File: config.mk
export PLATFORM = sky130hd
export DESIGN_NAME = tsr_span_queue
export DESIGN_NICKNAME = d
export VERILOG_FILES = /design/src/rtl/textured_span_rasterizer_unit_defines.svh /design/src/rtl/tsr_pkg.sv /design/src/rtl/tsr_span_queue.sv
export SDC_FILE = /design/constraint.sdc
export NUM_CORES = 1
export LEC_CHECK = 0
export ABC_CLOCK_PERIOD_IN_PS = 8770
export BUFFER_PORTS_ARGS = -buffer_cell sky130_fd_sc_hd__buf_4
export CORE_AREA = 3 3 216 218
export CTS_BUF_LIST = sky130_fd_sc_hd__clkbuf_16
export DETAILED_ROUTE_END_ITERATION = 8
export DIE_AREA = 0 0 219 221
export PLACE_DENSITY_LB_ADDON = 0.25
export SLEW_MARGIN = 20
export SYNTH_ARGS = -nofsm -noshare
export SYNTH_HDL_FRONTEND = slang
export SYNTH_SLANG_ARGS = --single-unit
File: constraint.sdc
create_clock -name clk -period 8.77 [get_ports clk]
set_input_delay 0.877 -clock clk [delete_from_list [all_inputs] [get_ports clk]]
set_output_delay 0.877 -clock clk [all_outputs]
set_load 0.005 [all_outputs]
File: src/rtl/textured_span_rasterizer_unit_defines.svh
// Assertion helpers shared by the rasterizer RTL.
// Both macros expect a signal named clk in the calling module; TSR_ASSERT also expects rst.
`ifndef TEXTURED_SPAN_RASTERIZER_UNIT_DEFINES_SVH
`define TEXTURED_SPAN_RASTERIZER_UNIT_DEFINES_SVH
`ifndef SYNTHESIS
`define TSR_ASSERT(lbl, prop, msg) \
  lbl: assert property (@(posedge clk) disable iff (rst) prop) else $error(msg);
`define TSR_ASSERT_ALWAYS(lbl, prop, msg) \
  lbl: assert property (@(posedge clk) prop) else $error(msg);
`else
`define TSR_ASSERT(lbl, prop, msg)
`define TSR_ASSERT_ALWAYS(lbl, prop, msg)
`endif
`endif

File: src/rtl/tsr_pkg.sv
`default_nettype none
package tsr_pkg;

  localparam int FRAC_BITS   = 16;
  localparam int STORE_DEPTH = 4096;
  localparam int ADDR_W      = 12;
  localparam int DIV_NUM_W   = 49;

  localparam logic [6:0] MAX_WIDTH  = 7'd64;
  localparam logic [6:0] MAX_HEIGHT = 7'd64;

  localparam logic signed [31:0] FAR_DEPTH = 32'sh7FFF_FFFF;

  localparam logic REG_SCREEN_WIDTH  = 1'b0;
  localparam logic REG_SCREEN_HEIGHT = 1'b1;

  localparam logic signed [63:0] SAT_HI = 64'sh0000_0000_7FFF_FFFF;
  localparam logic signed [63:0] SAT_LO = 64'shFFFF_FFFF_8000_0000;

  // One span after classification: ends in left-to-right order, clipped.
  typedef struct packed {
    logic [5:0]         row;
    logic [5:0]         xa;
    logic [6:0]         n;
    logic               persp;
    logic signed [31:0] z0;
    logic signed [31:0] z1;
    logic signed [31:0] uz0;
    logic signed [31:0] uz1;
    logic signed [31:0] vz0;
    logic signed [31:0] vz1;
    logic signed [31:0] iz0;
    logic signed [31:0] iz1;
  } span_t;

  typedef struct packed {
    logic [5:0]         x;
    logic [5:0]         y;
    logic signed [31:0] u;
    logic signed [31:0] v;
    logic signed [31:0] depth;
    logic               we;
    logic               last;
  } pixel_t;

  typedef struct packed {
    logic                           start;
    logic signed [DIV_NUM_W-1:0]    num;
    logic signed [31:0]             den;
    logic                           short_mode;
    logic                           sat;
  } div_req_t;

  typedef struct packed {
    logic               busy;
    logic               done;
    logic signed [31:0] quot;
  } div_rsp_t;

  function automatic logic signed [31:0] sat32(input logic signed [63:0] v);
    if (v > SAT_HI) begin
      return SAT_HI[31:0];
    end else if (v < SAT_LO) begin
      return SAT_LO[31:0];
    end
    return v[31:0];
  endfunction

  function automatic logic [6:0] eff_dim(input logic [6:0] v, input logic [6:0] lim);
    return (v > lim) ? lim : v;
  endfunction

endpackage
`default_nettype wire

File: src/rtl/tsr_span_queue.sv
`default_nettype none
module tsr_span_queue (
  input  wire logic           clk,
  input  wire logic           rst,
  input  wire logic           wr,
  input  wire tsr_pkg::span_t wr_data,
  input  wire logic           rd,
  output logic                full,
  output logic                empty,
  output tsr_pkg::span_t      head
);

  tsr_pkg::span_t q [2];
  logic       wp;
  logic       rp;
  logic [1:0] count;

  assign full  = (count == 2'd2);
  assign empty = (count == 2'd0);
  assign head  = q[rp];

  always_ff @(posedge clk) begin
    if (rst) begin
      wp    <= 1'b0;
      rp    <= 1'b0;
      count <= 2'd0;
    end else begin
      if (wr && !full) begin
        wp <= ~wp;
      end
      if (rd && !empty) begin
        rp <= ~rp;
      end
      count <= count + {1'b0, wr && !full} - {1'b0, rd && !empty};
    end
  end

  always_ff @(posedge clk) begin
    if (wr && !full) begin
      q[wp] <= wr_data;
    end
  end

endmodule
`default_nettype wire

-- After elaboration in Yosys (flattened, before gate mapping)
Memory sizes are Yosys's and may differ from the RTL's. A register that Yosys moved wholly into a read port is not among the register bits.
Cells that the tools add are included.
W data, S select, Z words.
- flip-flop bits (word level): 4
- RAM bits: 552
- bits of input ports: 280
- output and inout bits: 278
- word-level logic and storage cells: 18
- memories kept: 1
- add/subtract/negate cells: 2
- equal/unequal tests: 1
- mux-type cells: 4
- bitwise gates (word level): 2
- reductions and logical operators: 5
- memory list (name ; depth ; bits a word ; rd ports ; clocked after Yosys merged registers in ; wr ports ; line ; RTL):
    q ; 2 ; 276 ; 1 ; 1 ; 1 ; tsr_span_queue.sv:13 ; tsr_pkg::span_t q [2];
- operators by type and width (cell ; count):
    $mux W1 ; 4
    $add A2 B1 Y2 ; 1
    $eq A2 B2 Y1 const B ; 1
    $logic_and A1 B1 Y1 ; 2
    $logic_not A1 Y1 ; 2
    $logic_not A2 Y1 ; 1
    $not A1 Y1 ; 2
    $sub A2 B1 Y2 ; 1

-- Logic depth before layout (Yosys ltp)
Gate-level depths: netlist (run 1).
- depth in word-level cells: 5
- gate-level depth with buffers: 8
- mapped depth without buffers: 8

-- Worst setup path after synthesis (run 1)
OpenSTA, ideal clock, no wires.
- path kind: in2reg
- from: input wr
- to: memory q[1][0] (netlist name), enable pin
- library setup time: 674 ps
- arrival: 7209 ps
- data required time: 8096 ps
- path slack: 887 ps
- cell stages on the path: 1
- buffers on the path: 0
- cells stage by stage: and3_1
- longest elaborated chain between the ends: 3
- RTL lines (element ; line ; RTL):
    from (decl) ; tsr_span_queue.sv:5 ; input wire logic wr,
    $logic_and A1 B1 Y1 ; tsr_span_queue.sv:39 ; if (wr && !full) begin
    $mux W1 ; tsr_span_queue.sv:39 ;
    $mux W1 (implied by the code) ; tsr_span_queue.sv:40 ; q[wp] <= wr_data;
    to (decl) ; tsr_span_queue.sv:13 ;
Every way passes these cells.

==> reports/qor.csv, run 1 <==
stage,metric,value,unit
run_status,status,"complete, no violations",
cells_and_area,nets,1759,
detailed_routing,post-route-drc-count,0,
cells_and_area,drive_gt1_share,60.3,%
yosys,syn_avg_cell_area,23.9,um^2
cts,htree_levels,2,
timing,finalCriticalPeriod,3.69,ns
yosys,syn_area,21100,um^2
placed_design,finalWeightedCongestion,0.761,
placed_design,io_buffers,557,
power,leakage,10.7,nW
global_routing,grt_use_met1,20.6,%
floorplan,rows,78,
detailed_routing,dr_total_vias,10300,
global_routing,grt_usage,18.8,%
cells_and_area,final_cell_mix,"561 x buf_4, 552 x edfxtp_1, 240 x mux2_4",
floorplan,start_util,46.9,%
global_routing,grt_pass1_vias,11000,
timing,rsz0062_at_grt,no,
cts,cts.sinks,557,
power,ir_drop,0.000330,V
min_path,min-delay-path-class,input port to flop,
timing,worst_pin_slew,1.07,ns
cts,root_buffer,clkbuf_16,
global_routing,overflow,0,
placed_design,place_hpwl,32.2,mm
critical_path,endpoint_kind,output port,
cells_and_area,syn2layout_area_growth,30.4,%
critical_path,cp-start-kind,flop,
yosys,yosysUniqueCellTypes,21,
cts,clock_latency,0.59,ns
yosys,ys_warn_count,0,
floorplan,dieWidth,219,um
floorplan,die_h,221,um
detailed_routing,drtPass1Iterations,5,
yosys,ys_seq_area_share,78.9,%
global_routing,antenna_found_initial,7,
global_routing,grt_max_degree,150,
cells_and_area,fillers,3326,
yosys,syn-num-nets,1168,
critical_path,rrSetupSlack,5.74,ns
global_routing,grt_pass1_wl,68.0,mm
timing,setup_tns,0,ns
cts,cts_hold_buf,0,
floorplan,die_area,48400,um^2
timing,hold_viol,0,
cells_and_area,ff_latch_area,16700,um^2
cts,ctsResizeCount,0,
critical_path,crit_fanout,126,
cts,clockBufferDepth,3,
yosys,synth-seq-cells,557,
job,drv_cap,0,
yosys,syn_inst,886,
timing,drv_slew,0,
detailed_routing,drtIter0Drc,459,
cts,cts_setup_buffers,0,
cells_and_area,fin_util,61.1,%
power,powerDensity,292,nW/um^2
cts,path_clk_slew,0.06,ns
global_routing,grtUsageMet2,32.0,%
detailed_routing,wl_per_cell,21.9,um
critical_path,arrival,2.81,ns
critical_path,critPathKind,flop to output port,
cells_and_area,layout_commonest_cell,buf_4,
cells_and_area,multi_input_area,4130,um^2
global_routing,grt_use_met3,8.69,%
detailed_routing,drt_wl_total,46.6,mm
critical_path,cp_data_required_time,7.89,ns
timing,max_slew_margin,28.5,%
cts,cts_tree,built,
timing,setup_viol,0,
cts,numCtsBuffers,56,
timing,clock.fmax,0.271,GHz
detailed_routing,ant_nets,0,
detailed_routing,vias_per_cell,4.84,
timing,finClkSkew,0.0137,ns
global_routing,grt_busiest_layer,met2,
floorplan,core_area,45100,um^2
floorplan,pin_count,558,
timing,post-route-period-util,42.1,%
## worst max-delay path, cell delays in order, from the launching register on
cell,delay [ns]
dfxtp_4,0.78
buf_12,0.70
mux2_4,0.35
buf_4,0.15
## report_power, final
| group | leakage (nW) | total [mW] | switching [mW] | internal (mW) |
|---|---|---|---|---|
| Sequential | 5.20 | 3.52 | 0.122 | 3.40 |
| Combinational | 4.65 | 2.34 | 0.982 | 1.36 |
| Clock | 0.892 | 2.19 | 0.935 | 1.25 |
| Total | 10.7 | 8.05 | 2.04 | 6.01 |
## routing by layer
layer / routed length [um] / share of wire [%] / vias up
met1: 16300 / 35 / 5099
li1: - / - / 4727
met3: 5270 / 11 / 85
met2: 23700 / 51 / 384
met5: 0 / 0 / -
met4: 1420 / 3.0 / 0
## worst paths after layout
path | start | to | cells past startpoint
worst max-delay path | flop | head[90] | 3
worst min-delay path | wr_data[175] | q[0][175] | 1
worst max register to register | count[0] | q[0][108] | 5
worst min register to register | rp | rp | 2
## cell families after synthesis
logic type / share of synthesized area (%)
XOR/XNOR: 0.0828
AO/OA/AOI/OAI: 0.0828
buffers and inverters: 1.63
flip-flops: 78.9
multiplexers: 19.0
adder cells (fa/ha/maj): 0.118
AND/OR/NAND/NOR: 0.272
## per-stage QoR
| stage | std cells | setup WS [ns] | hold slack (ns) | instance area (um^2) | power, mW |
|---|---|---|---|---|---|
| 2_1_floorplan | 886 | 0.887 | 0.452 | 21100 | 4.97 |
| 3_5_place_dp | 2019 | 5.29 | 0.514 | 25900 | 5.96 |
| 6_report | 2127 | 5.08 | 0.467 | 27600 | 8.05 |
| 3_3_place_gp | 2019 | 5.29 | 0.475 | 25900 | 5.92 |
| 4_1_cts | 2120 | 5.04 | 0.423 | 27500 | 8.16 |
| 5_1_grt | 2126 | 4.95 | 0.424 | 27600 | 8.40 |
## state kept, by name, indices dropped and copies added (netlist names), named ones only
register  count
rp            1
q           552
wp            1
count         2
## final cells by class
cell class                 count  share of cell area [%]
antenna                        7                  0.0635
clock buffer                  57                    5.17
clock inverter                44                   0.967
inverter                       4                  0.0817
multi-input combinational    294                    15.0
sequential                   557                    60.5
tap                          600                    2.72
timing repair buffer         564                    15.5
## cell usage after synthesis (all sizes together)
| cell type | count | area, um^2 |
|---|---|---|
| dfxtp | 5 | 100 |
| ha | 2 | 25.0 |
| o21ai | 1 | 5.00 |
| edfxtp | 552 | 16600 |
| buf | 31 | 330 |
| nor2b | 1 | 6.26 |
| and2 | 1 | 6.26 |
| mux2 | 276 | 4010 |
| o21a | 1 | 7.51 |
| inv | 4 | 15.0 |
| nand2 | 1 | 3.75 |
| and3 | 1 | 6.26 |
| nor3 | 1 | 5.00 |
| or3 | 1 | 6.26 |
| nor2 | 4 | 15.0 |
| nand2b | 1 | 8.76 |
| xnor2 | 1 | 8.76 |
| a21oi | 1 | 5.00 |
| xor2 | 1 | 8.76 |
(Power assumes the default switching activity.)
==> run 2: changes to the inputs <==
ABC_CLOCK_PERIOD_IN_PS = 3600   (was 8770)
clock period = 3.6 ns   (was 8.77 ns; I/O delays follow)
==> reports/qor.csv, run 2 (same netlist as run 1, synthesis figures left out) <==
stage,metric,value,unit
detailed_routing,drtPass1Iterations,4,
critical_path,cp-start-kind,flop,
timing,whs,0.169,ns
run_status,status,"complete, no violations",
detailed_routing,post-route-drc-count,0,
critical_path,r2r-start,count[0],
critical_path,r2r.worst_path.cells,5,
cells_and_area,largest_reg_flops,552,
global_routing,grt_pass1_wl,75.9,mm
timing,max_slew_margin,37.2,%
power,total_power,20.1,mW
power,clockPowerShare,26.7,%
cts,cts_setup_buffers,0,
placed_design,post-place-ws,1.41,ns
cts,clock_latency,0.58,ns
timing,finalCriticalPeriod,2.79,ns
power,powerDensity,658,nW/um^2
floorplan,core_area,45100,um^2
cells_and_area,drive_gt1_share,51.4,%
global_routing,grt_max_degree,152,
power,power_frac_seq,42.9,%
power,p_switching,5.17,mW
critical_path,arrival,2.43,ns
detailed_routing,drt_wl_total,51.4,mm
timing,drv_slew,0,
detailed_routing,drtIter0Drc,715,
timing,setup_tns,0,ns
power,sw_frac_of_total,25.7,%
critical_path,crit_fanout,42,
timing,post-route-period-util,77.6,%
power,combPwrFrac,30.4,%
cells_and_area,layout_commonest_cell,buf_4,
detailed_routing,wl_per_cell,21.2,um
critical_path,cp_data_required_time,3.24,ns
timing,clock.fmax,0.358,GHz
floorplan,start_util,46.9,%
floorplan,pin_count,558,
floorplan,die_area,48400,um^2
placed_design,finalWeightedCongestion,0.796,
cts,clockBufferDepth,3,
global_routing,grt_pass1_vias,12700,
critical_path,endpoint_kind,output port,
floorplan,rows,78,
cells_and_area,fillers,2880,
timing,finClkSkew,0.00827,ns
detailed_routing,ant_nets,0,
timing,rsz0062_at_grt,no,
critical_path,critPathKind,flop to output port,
cells_and_area,final_cell_mix,"565 x buf_4, 552 x edfxtp_1, 277 x dlygate4sd3_1",
min_path,min_from,wr,
cts,path_clk_slew,0.06,ns
detailed_routing,vias_per_cell,4.85,
global_routing,antenna_found_initial,9,
floorplan,die_h,221,um
cts,cts_tree,built,
critical_path,rr_endpoint,q[0][83],
timing,setup_viol,0,
cts,htree_levels,2,
power,leakage,12.0,nW
job,drv_cap,0,
placed_design,place_hpwl,32.3,mm
cts,cts.sinks,557,
min_path,min-delay-path-class,input port to flop,
min_path,holdPathStages,4,
power,cell_internal_pwr,14.9,mW
cells_and_area,syn2layout_area_growth,44.5,%
floorplan,dieWidth,219,um
min_path,hold_end,wp,
timing,worst_pin_slew,0.941,ns
timing,hold_viol,0,
cells_and_area,nets,2048,
placed_design,io_buffers,557,
detailed_routing,dr_total_vias,11700,
critical_path,rrSetupSlack,1.44,ns
global_routing,grt_usage,20.7,%
cts,root_buffer,clkbuf_16,
cts,numCtsBuffers,56,
cells_and_area,top_register,q,
timing,setup_ws,0.806,ns
cells_and_area,reg_top3,"q: 552 flops, count: 2 flops",
global_routing,overflow,0,
power,ir_drop,0.000593,V
## run 2: changes by cell type in the layout (fill, tap and decap cells not counted), moves of 2 or more
cell	delta
dfxtp_1	-2
buf_12	+8
dfxtp_2	+2
diode_2	+2
buf_4	+4
inv_1	+4
dlygate4sd3_1	+277
## run 2: stage by stage
| stage | utilization (%) | area, um^2 | instances |
|---|---|---|---|
| floorplan | - | 21200 | 886 |
| CTS | 67.7 | 30500 | 2412 |
| global route | 67.8 | 30500 | 2421 |
| global placement | 57.8 | 26100 | 2031 |
| detailed placement | 57.8 | 26100 | 2031 |
| finish | 67.8 | 30500 | 2421 |
## run 2: worst max-delay path by stage
stage / to / slack [ns] / cells past startpoint
global placement: head[106] / 1.42 / 3
CTS: head[100] / 0.77 / 3
global route: head[2] / 0.70 / 3
detailed placement: head[106] / 1.41 / 3
finish: head[2] / 0.81 / 3
floorplan: q[0][0] / -1.55 / 4
## run 2: routing by layer
layer | share of wire [%] | global-route usage (%)
met4 | 3.9 | 8.47
met2 | 52 | 36.2
met5 | 0 | 0
met1 | 37 | 23.9
met3 | 7.8 | 5.75
## run 2: what timing repair did
| item | CTS | global route |
|---|---|---|
| hold buffers | 277 | 0 |
| gates resized for setup | 0 | 0 |
| endpoints found under the hold margin | 557 | 0 |
## run 2: final cells by class
cell class	count	area [um^2]	area share [%]
clock buffer	57	1430	4.67
clock inverter	47	273	0.893
tap	600	751	2.46
inverter	4	18.8	0.0614
sequential	557	16700	54.6
antenna	9	22.5	0.0737
multi-input combinational	294	4140	13.6
timing repair buffer	853	7230	23.7
## run 2: critical path, cell delays in order (launching register included)
cell and delay, ns:
dfxtp_4 0.89, buf_4 0.39, mux2_2 0.39, buf_4 0.15
## run 2: power groups by stage
stage	Sequential, mW	Clock, mW	Combinational [mW]
3_3_place_gp	8.69	0	5.86
3_5_place_dp	8.74	0	5.87
5_1_grt	8.70	5.75	6.45
6_report	8.62	5.36	6.11
4_1_cts	8.61	5.49	6.16
2_1_floorplan	8.72	0	3.28
==> run 3: changes to the inputs <==
ABC_CLOCK_PERIOD_IN_PS = 2900   (was 3600)
clock period = 2.9 ns   (was 3.6 ns; I/O delays follow)
==> reports/qor.csv, run 3 (same netlist as run 1, synthesis figures left out) <==
stage,metric,value,unit
timing,clock.fmax,0.394,GHz
cts,clockBufferDepth,3,
timing,rsz0062_at_grt,no,
critical_path,critPathMaxStageDelay,0.63,ns
detailed_routing,ant_nets,0,
critical_path,path_cells,buf_4 > mux2_2 > buf_4,
global_routing,antenna_found_initial,3,
global_routing,grt_pass1_wl,76.2,mm
cells_and_area,multi_input_area,4140,um^2
placed_design,finalWeightedCongestion,0.782,
placed_design,io_buffers,557,
power,ir_drop,0.000624,V
critical_path,cp_data_required_time,2.61,ns
run_status,status,"complete, no violations",
power,p_switching,6.41,mW
floorplan,die_h,221,um
global_routing,grt_max_degree,82,
critical_path,crit_slowest_cell,dfxtp_4,
critical_path,path_buf_inv,2,
detailed_routing,drt_wl_total,51.4,mm
cells_and_area,top_register,q,
placed_design,post-place-ws,0.879,ns
cells_and_area,layout_commonest_cell,buf_4,
cts,cts_tree,built,
timing,whs,0.119,ns
power,leakage,12.0,nW
cells_and_area,syn2layout_area_growth,44.6,%
critical_path,critPathKind,flop to output port,
power,sw_frac_of_total,25.8,%
power,combPwrFrac,31.1,%
floorplan,die_area,48400,um^2
critical_path,crit_top_cell,buf_4,
critical_path,cp-start-kind,flop,
job,drv_cap,0,
timing,post-route-period-util,87.5,%
power,cell_internal_pwr,18.4,mW
critical_path,arrival,2.25,ns
cts,root_buffer,clkbuf_16,
cts,cts.sinks,557,
min_path,min-delay-path-class,input port to flop,
cts,htree_levels,2,
cells_and_area,drive_gt1_share,51.5,%
detailed_routing,post-route-drc-count,0,
placed_design,place_hpwl,33.4,mm
detailed_routing,dr_total_vias,11700,
detailed_routing,drtPass1Iterations,5,
timing,drv_slew,0,
cells_and_area,reg_top3,"q: 552 flops, count: 2 flops",
critical_path,critical-path-top-delay-family,flip-flops,
global_routing,overflow,0,
detailed_routing,vias_per_cell,4.85,
timing,finalCriticalPeriod,2.54,ns
power,power_frac_seq,42.7,%
cts,path_clk_slew,0.06,ns
cts,numCtsBuffers,56,
cells_and_area,ff_latch_area,16700,um^2
critical_path,crit_fanout,23,
cells_and_area,final_cell_mix,"567 x buf_4, 552 x edfxtp_1, 277 x dlygate4sd3_1",
cells_and_area,fillers,2958,
floorplan,start_util,46.9,%
timing,hold_viol,0,
floorplan,dieWidth,219,um
timing,max_slew_margin,66.0,%
cts,cts_setup_buffers,0,
timing,setup_viol,0,
global_routing,grt_usage,20.7,%
floorplan,rows,78,
detailed_routing,wl_per_cell,21.3,um
floorplan,pin_count,558,
critical_path,endpoint_kind,output port,
global_routing,grt_pass1_vias,12700,
power,powerDensity,812,nW/um^2
cts,clock_latency,0.58,ns
timing,finClkSkew,0.0165,ns
power,clockPowerShare,26.2,%
detailed_routing,drtIter0Drc,657,
cells_and_area,largest_reg_flops,552,
floorplan,core_area,45100,um^2
cells_and_area,nets,2054,
timing,setup_ws,0.362,ns
timing,worst_pin_slew,0.511,ns
==> run 3: changes by cell type in the layout (fill, tap and decap cells not counted) <==
cell,before,now
inv_1,22,16
buf_4,565,567
buf_12,11,15
clkinv_1,13,17
diode_2,9,3
bufinv_16,3,2
clkinv_2,10,8
inv_6,1,0
==> run 3: tightest hold or removal path, delay by kind of cell <==
| family | cells | cell delay [ns] |
|---|---|---|
| AOI/OAI and AO/OA | 2 | 0.21 |
| buffers and inverters | 2 | 0.13 |
==> run 3: repair_timing <==
action,in CTS,in global routing
resized for setup,0,0
hold buffers,277,0
endpoints found under the hold margin,557,0
==> run 3: worst paths after layout <==
path | cells past startpoint | endpoint | from | slack (ns)
hold reg to reg | 2 | wp | wp | 0.51
setup reg to reg | 6 | q[0][255] | count[0] | 0.90
hold / removal | 4 | wp | wr | 0.12
setup / recovery | 3 | head[1] | flop | 0.36
==> run 3: power by group through the flow <==
stage | clock (mW) | combinational, mW | sequential, mW
after floorplan | 0 | 4.08 | 10.8
after global placement | 0 | 7.39 | 10.7
after detailed placement | 0 | 7.42 | 10.8
after CTS | 6.64 | 7.78 | 10.6
after global routing | 6.99 | 8.15 | 10.7
final | 6.51 | 7.72 | 10.6
==> run 3: layout make-up <==
type,instances,area share [%]
Multi-Input combinational cell,294,13.5
Clock inverter,41,0.708
Inverter,4,0.0614
Antenna cell,3,0.0246
Clock buffer,57,4.67
Sequential cell,557,54.6
Timing Repair Buffer,859,24.0
Tap cell,600,2.46
==> run 3: stage by stage <==
stage	setup TNS, ns	total power [mW]	instance area [um^2]	utilization, %	std cells
detailed placement	0	18.2	26200	58.0	2037
global route	0	25.9	30600	67.8	2415
global placement	0	18.1	26200	58.0	2037
floorplan	-998.56	14.9	21200	-	886
CTS	0	25.0	30600	67.8	2412
finish	0	24.8	30600	67.8	2415
==> run 3: routing by layer <==
layer	up-vias	share of wire [%]	GRT usage [%]
li1	5305	-	-
met1	5837	37	24.8
met2	485	52	36.0
met3	93	8.0	5.42
met4	0	3.2	7.74
met5	-	0	0
