## src/rtl/textured_span_rasterizer_unit_defines.svh

```systemverilog
// Assertion helpers shared by the rasterizer RTL.
// Both macros expect a signal named clk in the calling module; TSR_ASSERT also expects rst.
`ifndef TEXTURED_SPAN_RASTERIZER_UNIT_DEFINES_SVH
`define TEXTURED_SPAN_RASTERIZER_UNIT_DEFINES_SVH
`ifndef SYNTHESIS
`define TSR_ASSERT(lbl, prop, msg) \
  lbl: assert property (@(posedge clk) disable iff (rst) prop) else $error(msg);
`define TSR_ASSERT_ALWAYS(lbl, prop, msg) \
  lbl: assert property (@(posedge clk) prop) else $error(msg);
`else
`define TSR_ASSERT(lbl, prop, msg)
`define TSR_ASSERT_ALWAYS(lbl, prop, msg)
`endif
`endif

```

## src/rtl/tsr_pkg.sv

```systemverilog
`default_nettype none
package tsr_pkg;

  localparam int FRAC_BITS   = 16;
  localparam int STORE_DEPTH = 4096;
  localparam int ADDR_W      = 12;
  localparam int DIV_NUM_W   = 49;

  localparam logic [6:0] MAX_WIDTH  = 7'd64;
  localparam logic [6:0] MAX_HEIGHT = 7'd64;

  localparam logic signed [31:0] FAR_DEPTH = 32'sh7FFF_FFFF;

  localparam logic REG_SCREEN_WIDTH  = 1'b0;
  localparam logic REG_SCREEN_HEIGHT = 1'b1;

  localparam logic signed [63:0] SAT_HI = 64'sh0000_0000_7FFF_FFFF;
  localparam logic signed [63:0] SAT_LO = 64'shFFFF_FFFF_8000_0000;

  // One span after classification: ends in left-to-right order, clipped.
  typedef struct packed {
    logic [5:0]         row;
    logic [5:0]         xa;
    logic [6:0]         n;
    logic               persp;
    logic signed [31:0] z0;
    logic signed [31:0] z1;
    logic signed [31:0] uz0;
    logic signed [31:0] uz1;
    logic signed [31:0] vz0;
    logic signed [31:0] vz1;
    logic signed [31:0] iz0;
    logic signed [31:0] iz1;
  } span_t;

  typedef struct packed {
    logic [5:0]         x;
    logic [5:0]         y;
    logic signed [31:0] u;
    logic signed [31:0] v;
    logic signed [31:0] depth;
    logic               we;
    logic               last;
  } pixel_t;

  typedef struct packed {
    logic                           start;
    logic signed [DIV_NUM_W-1:0]    num;
    logic signed [31:0]             den;
    logic                           short_mode;
    logic                           sat;
  } div_req_t;

  typedef struct packed {
    logic               busy;
    logic               done;
    logic signed [31:0] quot;
  } div_rsp_t;

  function automatic logic signed [31:0] sat32(input logic signed [63:0] v);
    if (v > SAT_HI) begin
      return SAT_HI[31:0];
    end else if (v < SAT_LO) begin
      return SAT_LO[31:0];
    end
    return v[31:0];
  endfunction

  function automatic logic [6:0] eff_dim(input logic [6:0] v, input logic [6:0] lim);
    return (v > lim) ? lim : v;
  endfunction

endpackage
`default_nettype wire

```

## src/rtl/tsr_front.sv

```systemverilog
`default_nettype none
module tsr_front (
  input  wire logic               clk,
  input  wire logic               rst,
  input  wire logic               push,
  output logic                    full,
  input  wire logic               hold,
  input  wire logic signed [15:0] row,
  input  wire logic signed [31:0] start_x,
  input  wire logic signed [31:0] end_x,
  input  wire logic signed [31:0] start_depth,
  input  wire logic signed [31:0] end_depth,
  input  wire logic signed [31:0] start_u_over_z,
  input  wire logic signed [31:0] end_u_over_z,
  input  wire logic signed [31:0] start_v_over_z,
  input  wire logic signed [31:0] end_v_over_z,
  input  wire logic signed [31:0] start_inv_z,
  input  wire logic signed [31:0] end_inv_z,
  input  wire logic               perspective_mode,
  input  wire logic [6:0]         width_eff,
  input  wire logic [6:0]         height_eff,
  input  wire logic               sq_full,
  output logic                    sq_push,
  output tsr_pkg::span_t          sq_entry
);

  typedef struct packed {
    logic signed [15:0] row;
    logic signed [31:0] x0;
    logic signed [31:0] x1;
    logic signed [31:0] z0;
    logic signed [31:0] z1;
    logic signed [31:0] uz0;
    logic signed [31:0] uz1;
    logic signed [31:0] vz0;
    logic signed [31:0] vz1;
    logic signed [31:0] iz0;
    logic signed [31:0] iz1;
    logic               persp;
  } raw_t;

  logic stg_valid;
  raw_t stg;

  logic               swap;
  logic signed [31:0] xl;
  logic signed [31:0] xr;
  logic signed [32:0] ceil_sum;
  logic signed [16:0] xa_raw;
  logic signed [16:0] xb_raw;
  logic signed [16:0] wm1;
  logic signed [16:0] xa_c;
  logic signed [16:0] xb_c;
  logic signed [16:0] n_full;
  logic               row_bad;
  logic               reject;
  logic               adv;
  logic               accept;

  assign swap     = stg.x0 > stg.x1;
  assign xl       = swap ? stg.x1 : stg.x0;
  assign xr       = swap ? stg.x0 : stg.x1;
  // Ceiling of the left end and floor of the right end, both exact.
  assign ceil_sum = {xl[31], xl} + 33'sh0_0000_FFFF;
  assign xa_raw   = ceil_sum[32:16];
  assign xb_raw   = {xr[31], xr[31:16]};
  assign wm1      = $signed({10'b0, width_eff}) - 17'sd1;
  assign xa_c     = xa_raw[16] ? 17'sd0 : xa_raw;
  assign xb_c     = (xb_raw > wm1) ? wm1 : xb_raw;
  assign n_full   = xb_c - xa_c + 17'sd1;
  assign row_bad  = stg.row[15] || ({1'b0, stg.row[14:0]} >= {9'b0, height_eff});
  assign reject   = row_bad || (xa_c > xb_c);

  assign adv     = stg_valid && (reject || !sq_full);
  assign sq_push = stg_valid && !reject && !sq_full;
  assign full    = hold || (stg_valid && !adv);
  assign accept  = push && !full;

  always_comb begin
    sq_entry.row   = stg.row[5:0];
    sq_entry.xa    = xa_c[5:0];
    sq_entry.n     = n_full[6:0];
    sq_entry.persp = stg.persp;
    sq_entry.z0    = swap ? stg.z1 : stg.z0;
    sq_entry.z1    = swap ? stg.z0 : stg.z1;
    sq_entry.uz0   = swap ? stg.uz1 : stg.uz0;
    sq_entry.uz1   = swap ? stg.uz0 : stg.uz1;
    sq_entry.vz0   = swap ? stg.vz1 : stg.vz0;
    sq_entry.vz1   = swap ? stg.vz0 : stg.vz1;
    sq_entry.iz0   = swap ? stg.iz1 : stg.iz0;
    sq_entry.iz1   = swap ? stg.iz0 : stg.iz1;
  end

  always_ff @(posedge clk) begin
    if (rst) begin
      stg_valid <= 1'b0;
    end else if (accept) begin
      stg_valid <= 1'b1;
    end else if (adv) begin
      stg_valid <= 1'b0;
    end
  end

  always_ff @(posedge clk) begin
    if (accept) begin
      stg.row   <= row;
      stg.x0    <= start_x;
      stg.x1    <= end_x;
      stg.z0    <= start_depth;
      stg.z1    <= end_depth;
      stg.uz0   <= start_u_over_z;
      stg.uz1   <= end_u_over_z;
      stg.vz0   <= start_v_over_z;
      stg.vz1   <= end_v_over_z;
      stg.iz0   <= start_inv_z;
      stg.iz1   <= end_inv_z;
      stg.persp <= perspective_mode;
    end
  end

endmodule
`default_nettype wire

```

## config.mk

```make
export PLATFORM = sky130hd
export DESIGN_NAME = tsr_front
export DESIGN_NICKNAME = d
export VERILOG_FILES = /design/src/rtl/textured_span_rasterizer_unit_defines.svh /design/src/rtl/tsr_pkg.sv /design/src/rtl/tsr_front.sv
export SDC_FILE = /design/constraint.sdc
export NUM_CORES = 1
export LEC_CHECK = 0
export ABC_AREA = 1
export ABC_CLOCK_PERIOD_IN_PS = 101000
export BUFFER_PORTS_ARGS = -buffer_cell sky130_fd_sc_hd__buf_2
export CAP_MARGIN = 20
export CORE_AREA = 2 2 248 250
export CTS_CLUSTER_DIAMETER = 200
export DETAILED_ROUTE_END_ITERATION = 10
export DIE_AREA = 0 0 250 252
export GPL_ROUTABILITY_DRIVEN = 1
export SYNTH_ARGS = -nofsm -noshare
export SYNTH_HDL_FRONTEND = slang
export SYNTH_SLANG_ARGS = --single-unit
export TNS_END_PERCENT = 30
```

## constraint.sdc

```tcl
create_clock -name clk -period 101 [get_ports clk]
set_input_delay 20.2 -clock clk [delete_from_list [all_inputs] [get_ports clk]]
set_output_delay 20.2 -clock clk [all_outputs]
set_load 0.03 [all_outputs]
```

* After elaboration in Yosys (flattened, before gate mapping)
Cells that the tools add are included.
W data, S select, Z words.
** Operators by class
- $lt $le $gt $ge :: 4
- Muxes and demuxes :: 14
- Add/sub/neg operators :: 4
- Reduce and logical (&&, ||, !) cells :: 14
** Operators by type and width (number)
- $mux W32 :: 10
- $add A32 B17 Y33 const B :: 1
- $gt A32 B32 Y1 :: 1
- $gt A17 B17 Y1 :: 1
- $mux W17 :: 1
- $gt A16 B8 Y1 :: 1
- $mux W16 :: 1
- $ge A15 B7 Y1 :: 1
- $sub A7 B1 Y8 const B :: 1
- $add A7 B2 Y7 const B :: 1
- $sub A7 B7 Y7 :: 1
- $logic_and A1 B1 Y1 :: 5
- $logic_not A1 Y1 :: 4
- $logic_or A1 B1 Y1 :: 4
- $mux W1 :: 2
- $reduce_bool A2 Y1 :: 1
** Word-level totals
- Output and inout bits :: 278
- Word-level logic and storage cells :: 49
- Input port bits :: 356
- Flip-flop bits (word level) :: 338

* Longest topological paths before layout
Gate-level depths: netlist (run 1).
- Depth after elaboration :: 14
- Mapped depth :: 47
- Depth with buffers taken out :: 43

* Worst setup path before layout (run 1)
No wires, ideal clock.
- Path type :: input to register
- From :: input port width_eff[0]
- To :: register stg (netlist bit sq_entry[256]) (enable)
- Required time :: 99.546 ns
- Library setup time :: 1.454 ns
- Data arrival time :: 46.281 ns
- Slack :: 53.265 ns
- Stages on the path :: 26
- Buffers on the path :: 1
- Cells stage by stage :: inv_1 nand2_1 nor3_1 nand3_1 ha_1 nand2_1 inv_1 nand3_1 inv_1 a211oi_1 nand2_1 nand2_1 nand3_2 inv_1 clkbuf_1 o21ai_0 ha_1 nand2_1 inv_1 o21a_1 a211oi_1 and3_1 nand3_1 nand4_1 inv_1 nor3_1
** Between the ends
- Word-level cells in the longest chain between the ends :: 12
** RTL lines
- start: declaration :: line tsr_front.sv:20 : input wire logic [6:0] width_eff,
- $sub A7 B1 Y8 (*) :: line tsr_front.sv:67 : assign wm1 = $signed({10'b0, width_eff}) - 17'sd1;
- $gt A16 B8 Y1 :: line tsr_front.sv:69 : assign xb_c = (xb_raw > wm1) ? wm1 : xb_raw;
- $mux W17 (*) :: line tsr_front.sv:69
- $gt A17 B17 Y1 (*) :: line tsr_front.sv:72 : assign reject = row_bad || (xa_c > xb_c);
- $logic_or A1 B1 Y1 (*) :: line tsr_front.sv:72
- $logic_or A1 B1 Y1 (*) :: line tsr_front.sv:74 : assign adv = stg_valid && (reject || !sq_full);
- $logic_and A1 B1 Y1 (*) :: line tsr_front.sv:74
- $logic_not A1 Y1 (*) :: line tsr_front.sv:76 : assign full = hold || (stg_valid && !adv);
- $logic_and A1 B1 Y1 (*) :: line tsr_front.sv:76
- $logic_or A1 B1 Y1 (*) :: line tsr_front.sv:76
- $logic_not A1 Y1 (*) :: line tsr_front.sv:77 : assign accept = push && !full;
- $logic_and A1 B1 Y1 (*) :: line tsr_front.sv:77
- via accept :: line tsr_front.sv:58 : logic accept;
- end: declaration :: line tsr_front.sv:43 : raw_t stg;
The timed path passes the listed nets; every way through them passes the cells marked *.
A chain may end at the register's enable or synchronous reset.

* Worst setup path after layout (run 1)
- From :: input port width_eff[0]
- To :: output port full
** Between the ends
- Word-level cells in the longest chain between the ends :: 10
** RTL lines
- $sub A7 B1 Y8 (*) :: line tsr_front.sv:67
- $gt A16 B8 Y1 :: line tsr_front.sv:69
- $mux W17 (*) :: line tsr_front.sv:69
- $gt A17 B17 Y1 (*) :: line tsr_front.sv:72
- $logic_or A1 B1 Y1 (*) :: line tsr_front.sv:72
- $logic_or A1 B1 Y1 (*) :: line tsr_front.sv:74
- $logic_and A1 B1 Y1 (*) :: line tsr_front.sv:74
- $logic_not A1 Y1 (*) :: line tsr_front.sv:76
- $logic_and A1 B1 Y1 (*) :: line tsr_front.sv:76
- $logic_or A1 B1 Y1 (*) :: line tsr_front.sv:76
- end: declaration :: line tsr_front.sv:6 : output logic full,
Mark *: on every way between the ends. The rest lies on a longest branch, timed or not.

==> impl_metrics.py, run 1 <==
metrics = {
    "grt": {
        "antenna_found_initial": 26,
        "grt_pass1_wl_um": 81200,
        "grt_util_all_layers_pct": 17.0,
        "overflow": 0,
        "first_global_vias": 13900,
        "grt_max_degree": 123,
    },
    "clock_network": {
        "htreeDepth": 2,
        "holdBufCountCts": 0,
        "cts_tree": "yes",
        "cts_resized": 0,
        "cts_inserted_buffers": 42,
        "cts.path.max_buffers": 3,
        "cts_root_buf": "clkbuf_16",
        "post-cts-setup-buffers": 0,
        "cts_sinks": 338,
        "clock_latency_ns": 0.56,
        "clkTransAtPathRegs_ns": 0.05,
    },
    "setup_path": {
        "r2r_start": "stg[320]",
        "r2r_end": "stg[207]",
        "cp.arrival_ns": 25.05,
        "end_kind": "output pin",
        "crit_path_start_kind": "primary input",
        "cp_slowest_stage_delay_ns": 0.44,
        "worst-path-stages": 26,
        "critPathKind": "in2out",
        "cpMaxStageDelayCell": "ha_1",
        "reg2reg_depth": 32,
        "critPathMaxFanout": 15,
        "cpLargestDelayFamily": "simple AND/OR/NAND/NOR gates",
        "r2r_slack_ns": 90.81,
        "cp_num_buf_inv": 6,
        "required_ns": 80.80,
    },
    "sta": {
        "rsz0062_at_grt": "false",
        "hold_violations": 0,
        "finalSetupViolCount": 0,
        "final.setup.tns_ns": 0,
        "max_slew.worst_pin.slew_ns": 1.07,
        "min_period_over_period_pct": 44.8,
        "min_period_ns": 45.25,
        "finalWorstSetupSlack_ns": 55.75,
        "fin_skew_ns": 0.0162,
        "slew_headroom_pct": 28.5,
        "holdWs_ns": 0.873,
        "max_freq_mhz": 22.1,
        "slew_viol_final": 0,
    },
    "die": {
        "start_util_pct": 28.0,
        "die_h_um": 252,
        "dieArea_um2": 63000,
        "pin_count": 634,
        "coreArea_um2": 60100,
        "die_x_um": 250,
        "std_cell_rows": 90,
    },
    "drt": {
        "postRouteAntennaNets": 0,
        "drt-initial-drc-count": 846,
        "postRouteWirelength_um": 55900,
        "wl_per_cell_um": 18.0,
        "drcViolationCount": 0,
        "viasPerCell": 4.55,
        "vias": 14100,
        "drtPass1Iterations": 5,
    },
    "layout": {
        "multi_input_area_um2": 5410,
        "final-seq-area_um2": 10100,
        "nNetsFinal": 2715,
        "syn_to_final_growth_pct": 30.7,
        "drive_above_1_share_pct": 32.3,
        "fillers": 6100,
        "stdcell_count": 3100,
    },
    "placed_design": {
        "gp_congestion": 0.912,
        "placed_cells_incl_taps": 3012,
        "io_buffers": 633,
        "post-place-ws_ns": 55.75,
        "hpwl_um": 43100,
    },
    "synth": {
        "netlist_top_cells_count": "nand2_1, edfxtp_1, o21ai_0",
        "ys.flop_type": "edfxtp_1",
        "yosys_warnings": 0,
        "synth_area_leader_cell": "edfxtp_1",
        "syn_area_um2": 16800,
        "ys_seq_elements": 338,
        "synth-seq-area-share_pct": 60.2,
        "synthesis.nets": 2103,
        "yosysMostFrequentCell": "nand2_1",
        "synth_edf_count": 337,
        "synthArstFlopShare_pct": 0,
        "synth_top_cell_area_share_pct": 60.1,
        "synth.area.top_cells": "edfxtp_1, nand2_1, o21ai_0, ha_1, inv_1",
        "syn_inst": 1663,
        "syn_avg_cell_area_um2": 10.1,
        "synth_cell_types": 42,
    },
    "run": {
        "cap_violations": 0,
    },
    "hold_path": {
        "whs_endpoint": "stg_valid",
        "min_from": "stg[336]",
        "min_delay_path_depth": 7,
        "min_path_type": "reg2reg",
    },
    "pwr": {
        "leakage_nw": 10.0,
        "power_density_nw_per_um2": 22.2,
        "power.total_w": 0.000489,
        "ir_drop_mv": 0.0150,
    },
    "status": {
        "outcome": "complete, no violations",
    },
}
flip-flops by register name, indices dropped and copies added (netlist names):
name       flops
stg_valid      1
stg          330
sq_entry       7
cell families after synthesis:
logic type / count (synthesis) / share of synthesized area (%)
fa+ha+maj: 84 / 6.29
compound gates: 352 / 10.8
simple gates: 567 / 14.4
flops: 338 / 60.2
xor+xnor: 12 / 0.624
buf+inv: 310 / 7.71
placed cells by master, fill, tap and decap left out, types with 20 or more instances in the layout:
cell / netlist / routed
clkbuf_16: 0 / 42
nand4_1: 30 / 30
edfxtp_1: 337 / 337
nand2_1: 419 / 419
inv_1: 230 / 229
o21ai_0: 298 / 298
a21oi_1: 29 / 29
ha_1: 83 / 83
nand3_1: 20 / 20
buf_2: 34 / 633
nor2_1: 39 / 39
worst max path at each step:
stage	startpoint	to	slack, ns
2_1_floorplan	width_eff[0]	sq_entry[256]	53.27
3_3_place_gp	width_eff[0]	full	55.95
3_5_place_dp	width_eff[0]	full	55.75
4_1_cts	width_eff[0]	full	55.75
5_1_grt	width_eff[0]	full	55.27
6_report	width_eff[0]	full	55.75
layout make-up:
type	instances	area share [%]
antenna	16	0.182
clock buffer	50	4.91
clock inverter	21	0.875
inverter	233	4.02
multi-input combinational	1015	24.6
sequential	338	46.1
tap	782	4.45
timing repair buffer	645	14.9
routing by layer:
layer  vias up  global-route usage, %  part of all wire [%]
li1       6881                      -                     -
met1      6567                   18.7                    37
met2       512                   30.1                    52
met3       130                   4.42                   6.6
met4        16                   8.73                   4.0
met5         -                      0                  0.19
worst register-to-register path: cells and delay by family (launching register included):
family	cells	cell delay (ns)
AOI/OAI and AO/OA	8	1.62
adders and majority gates	3	1.14
DFF	1	0.49
buffers and inverters	6	3.66
and+or+nand+nor	15	2.84
stage by stage:
step | area (um2) | util (%)
after floorplan | 16800 | -
after global placement | 20700 | 34.4
after detailed placement | 20700 | 34.4
after CTS | 21900 | 36.5
after global routing | 22000 | 36.6
final | 22000 | 36.6
report_power, final:
group	switching (W)	leakage, nW	internal, W
logic	0.000129	6.25	0.0000485
clock network	0.0000599	0.613	0.0000818
registers	0.00000438	3.17	0.000165
Power figures use the tool's default switching activity.
==> run 2: changes to the inputs <==
--- a/config.mk
+++ b/config.mk
@@ -5,14 +5,14 @@
 export SDC_FILE = /design/constraint.sdc
 export NUM_CORES = 1
 export LEC_CHECK = 0
-export ABC_AREA = 1
-export ABC_CLOCK_PERIOD_IN_PS = 101000
+export ABC_AREA = 0
+export ABC_CLOCK_PERIOD_IN_PS = 39700
 export BUFFER_PORTS_ARGS = -buffer_cell sky130_fd_sc_hd__buf_2
 export CAP_MARGIN = 20
-export CORE_AREA = 2 2 248 250
+export CORE_AREA = 2 2 249 251
 export CTS_CLUSTER_DIAMETER = 200
 export DETAILED_ROUTE_END_ITERATION = 10
-export DIE_AREA = 0 0 250 252
+export DIE_AREA = 0 0 251 253
 export GPL_ROUTABILITY_DRIVEN = 1
 export SYNTH_ARGS = -nofsm -noshare
 export SYNTH_HDL_FRONTEND = slang
==> constraint.sdc (replaced) <==
create_clock -name clk -period 39.7 [get_ports clk]
set_input_delay 7.94 -clock clk [delete_from_list [all_inputs] [get_ports clk]]
set_output_delay 7.94 -clock clk [all_outputs]
set_load 0.03 [all_outputs]
==> impl_metrics.py, run 2 <==
metrics = {
    "placed_design": {
        "hpwl_um": 40400,
        "io_buffers": 633,
        "gp_congestion": 0.844,
        "post-place-ws_ns": 18.63,
    },
    "synth": {
        "synth_cell_types": 64,
        "netlist_top_cells_count": "nand2_1, edfxtp_1, ha_1",
        "ys.flop_type": "edfxtp_1",
        "synth.area.top_cells": "edfxtp_1, nand2_1, ha_1, buf_2, inv_1",
        "synthesis.nets": 2123,
        "ys_seq_elements": 338,
        "yosysMostFrequentCell": "nand2_1",
        "synth-seq-area-share_pct": 59.9,
        "synthArstFlopShare_pct": 0,
        "yosys_warnings": 0,
        "syn_avg_cell_area_um2": 10.1,
        "synth_area_leader_cell": "edfxtp_1",
        "synth_top_cell_area_share_pct": 59.8,
        "syn_area_um2": 16900,
        "synth_edf_count": 337,
        "syn_inst": 1683,
    },
    "clock_network": {
        "clock_latency_ns": 0.56,
        "cts_tree": "yes",
        "htreeDepth": 2,
        "cts_inserted_buffers": 41,
        "holdBufCountCts": 0,
        "cts_resized": 0,
        "clkTransAtPathRegs_ns": 0.06,
        "cts.path.max_buffers": 3,
        "cts_sinks": 338,
        "cts_root_buf": "clkbuf_16",
        "post-cts-setup-buffers": 0,
    },
    "layout": {
        "top_register": "stg",
        "drive_above_1_share_pct": 31.2,
        "largest_reg_flops": 330,
        "nNetsFinal": 2729,
        "fillers": 6151,
        "layout_common_cells": "nand2_1, buf_2, edfxtp_1, ha_1, inv_1",
        "layout_commonest_cell": "nand2_1",
        "final-seq-area_um2": 10100,
        "utilization_pct": 36.2,
        "multi_input_area_um2": 6140,
        "syn_to_final_growth_pct": 30.6,
    },
    "grt": {
        "grt_max_degree": 195,
        "first_global_vias": 13700,
        "grt_pass1_wl_um": 78300,
        "overflow": 0,
        "antenna_found_initial": 20,
        "grt_util_all_layers_pct": 15.9,
    },
    "pwr": {
        "ir_drop_mv": 0.0368,
        "leakage_nw": 10.4,
        "power_density_nw_per_um2": 56.9,
    },
    "die": {
        "std_cell_rows": 91,
        "die_x_um": 251,
        "die_h_um": 253,
        "pin_count": 634,
        "start_util_pct": 27.7,
        "dieArea_um2": 63500,
        "coreArea_um2": 61000,
    },
    "drt": {
        "drtPass1Iterations": 8,
        "vias": 14200,
        "viasPerCell": 4.55,
        "drcViolationCount": 0,
        "postRouteAntennaNets": 0,
        "wl_per_cell_um": 17.2,
        "postRouteWirelength_um": 53700,
        "drt-initial-drc-count": 857,
    },
    "hold_path": {
        "min_from": "stg[334]",
        "min_delay_path_depth": 5,
        "min_path_type": "reg2reg",
    },
    "setup_path": {
        "required_ns": 31.76,
        "crit_top_cell": "nand2_1",
        "end_kind": "output pin",
        "critPathMaxFanout": 19,
        "crit_path_start_kind": "primary input",
        "r2r_start": "stg[288]",
        "cp_cell_sequence": "buf_2, nor3_1, nor3b_1, nand2_1, ha_1, and4_1, nand3_1, nor2_1, o221a_2, o31a_1, nand2_1, o21ai_0, ha_1, a21o_1, a21o_1, a21oi_1, nand2_1, o211ai_1, a211o_1, a211o_1, nand4_1, nand2b_1, buf_2",
        "critPathKind": "in2out",
        "cp_slowest_stage_delay_ns": 0.63,
        "crit_start": "width_eff[2]",
        "r2r_slack_ns": 29.23,
        "reg2reg_depth": 27,
        "cp.arrival_ns": 13.16,
        "cpMaxStageDelayCell": "o31a_1",
    },
    "sta": {
        "hold_violations": 0,
        "min_period_over_period_pct": 53.2,
        "min_period_ns": 21.10,
        "finalSetupViolCount": 0,
        "holdWs_ns": 0.710,
        "fin_skew_ns": 0.0287,
        "rsz0062_at_grt": "false",
        "slew_headroom_pct": 15.6,
        "max_slew.worst_pin.slew_ns": 1.27,
        "finalWorstSetupSlack_ns": 18.60,
        "slew_viol_final": 0,
        "max_freq_mhz": 47.4,
        "final.setup.tns_ns": 0,
    },
    "run": {
        "cap_violations": 0,
    },
    "status": {
        "outcome": "complete, no violations",
    },
}
## run 2: worst paths after layout
check | endpoint
setup / recovery | full
hold / removal | stg_valid
setup reg to reg | stg[225]
hold reg to reg | stg_valid
## run 2: stage by stage
step / instances / instance area (um2) / power (W)
2_1_floorplan: 1683 / 16900 / 0.000773
3_3_place_gp: 3036 / 20800 / 0.000898
3_5_place_dp: 3036 / 20800 / 0.000905
4_1_cts: 3110 / 22100 / 0.00127
5_1_grt: 3120 / 22100 / 0.00133
6_report: 3124 / 22100 / 0.00126
## run 2: cells by family (layout without fill, tap and decap cells)
kind of cell | Yosys count | count (layout) | synth area share [%]
AOI/OAI and AO/OA | 137 | 137 | 5.37
xor gates and xnor gates | 27 | 27 | 1.40
adders and majority gates | 84 | 84 | 6.26
buffers and inverters | 142 | 779 | 3.93
DFF | 338 | 338 | 59.9
muxes | 8 | 8 | 0.473
other | 0 | 14 | 0
and+or+nand+nor | 947 | 947 | 22.6
## run 2: report_power, final
part           internal, W  switching [W]
clock             0.000210       0.000152
sequential        0.000421      0.0000145
combinational     0.000135       0.000325
total             0.000766       0.000492
## run 2: cell type report
type	instances	share of cell area, %
timing repair buffer	641	14.7
tap	790	4.47
inverter	64	1.09
clock inverter	23	0.923
clock buffer	51	4.96
multi-input combinational	1203	27.8
sequential	338	45.9
antenna	14	0.159
## run 2: routing by layer
| metal | track usage, % | vias up | routed length, um |
|---|---|---|---|
| met4 | 6.51 | 10 | 1770 |
| met1 | 19.2 | 6634 | 21600 |
| met5 | 0 | - | 69 |
| met3 | 4.90 | 104 | 4170 |
| met2 | 26.4 | 536 | 26000 |
| li1 | - | 6938 | - |
## run 2: worst max-delay path, delay by kind of cell
kind / cells / cell delay, ns
and+or+nand+nor: 10 / 2.15
AOI/OAI and AO/OA: 9 / 2.06
adders and majority gates: 2 / 0.70
buffers and inverters: 2 / 0.31
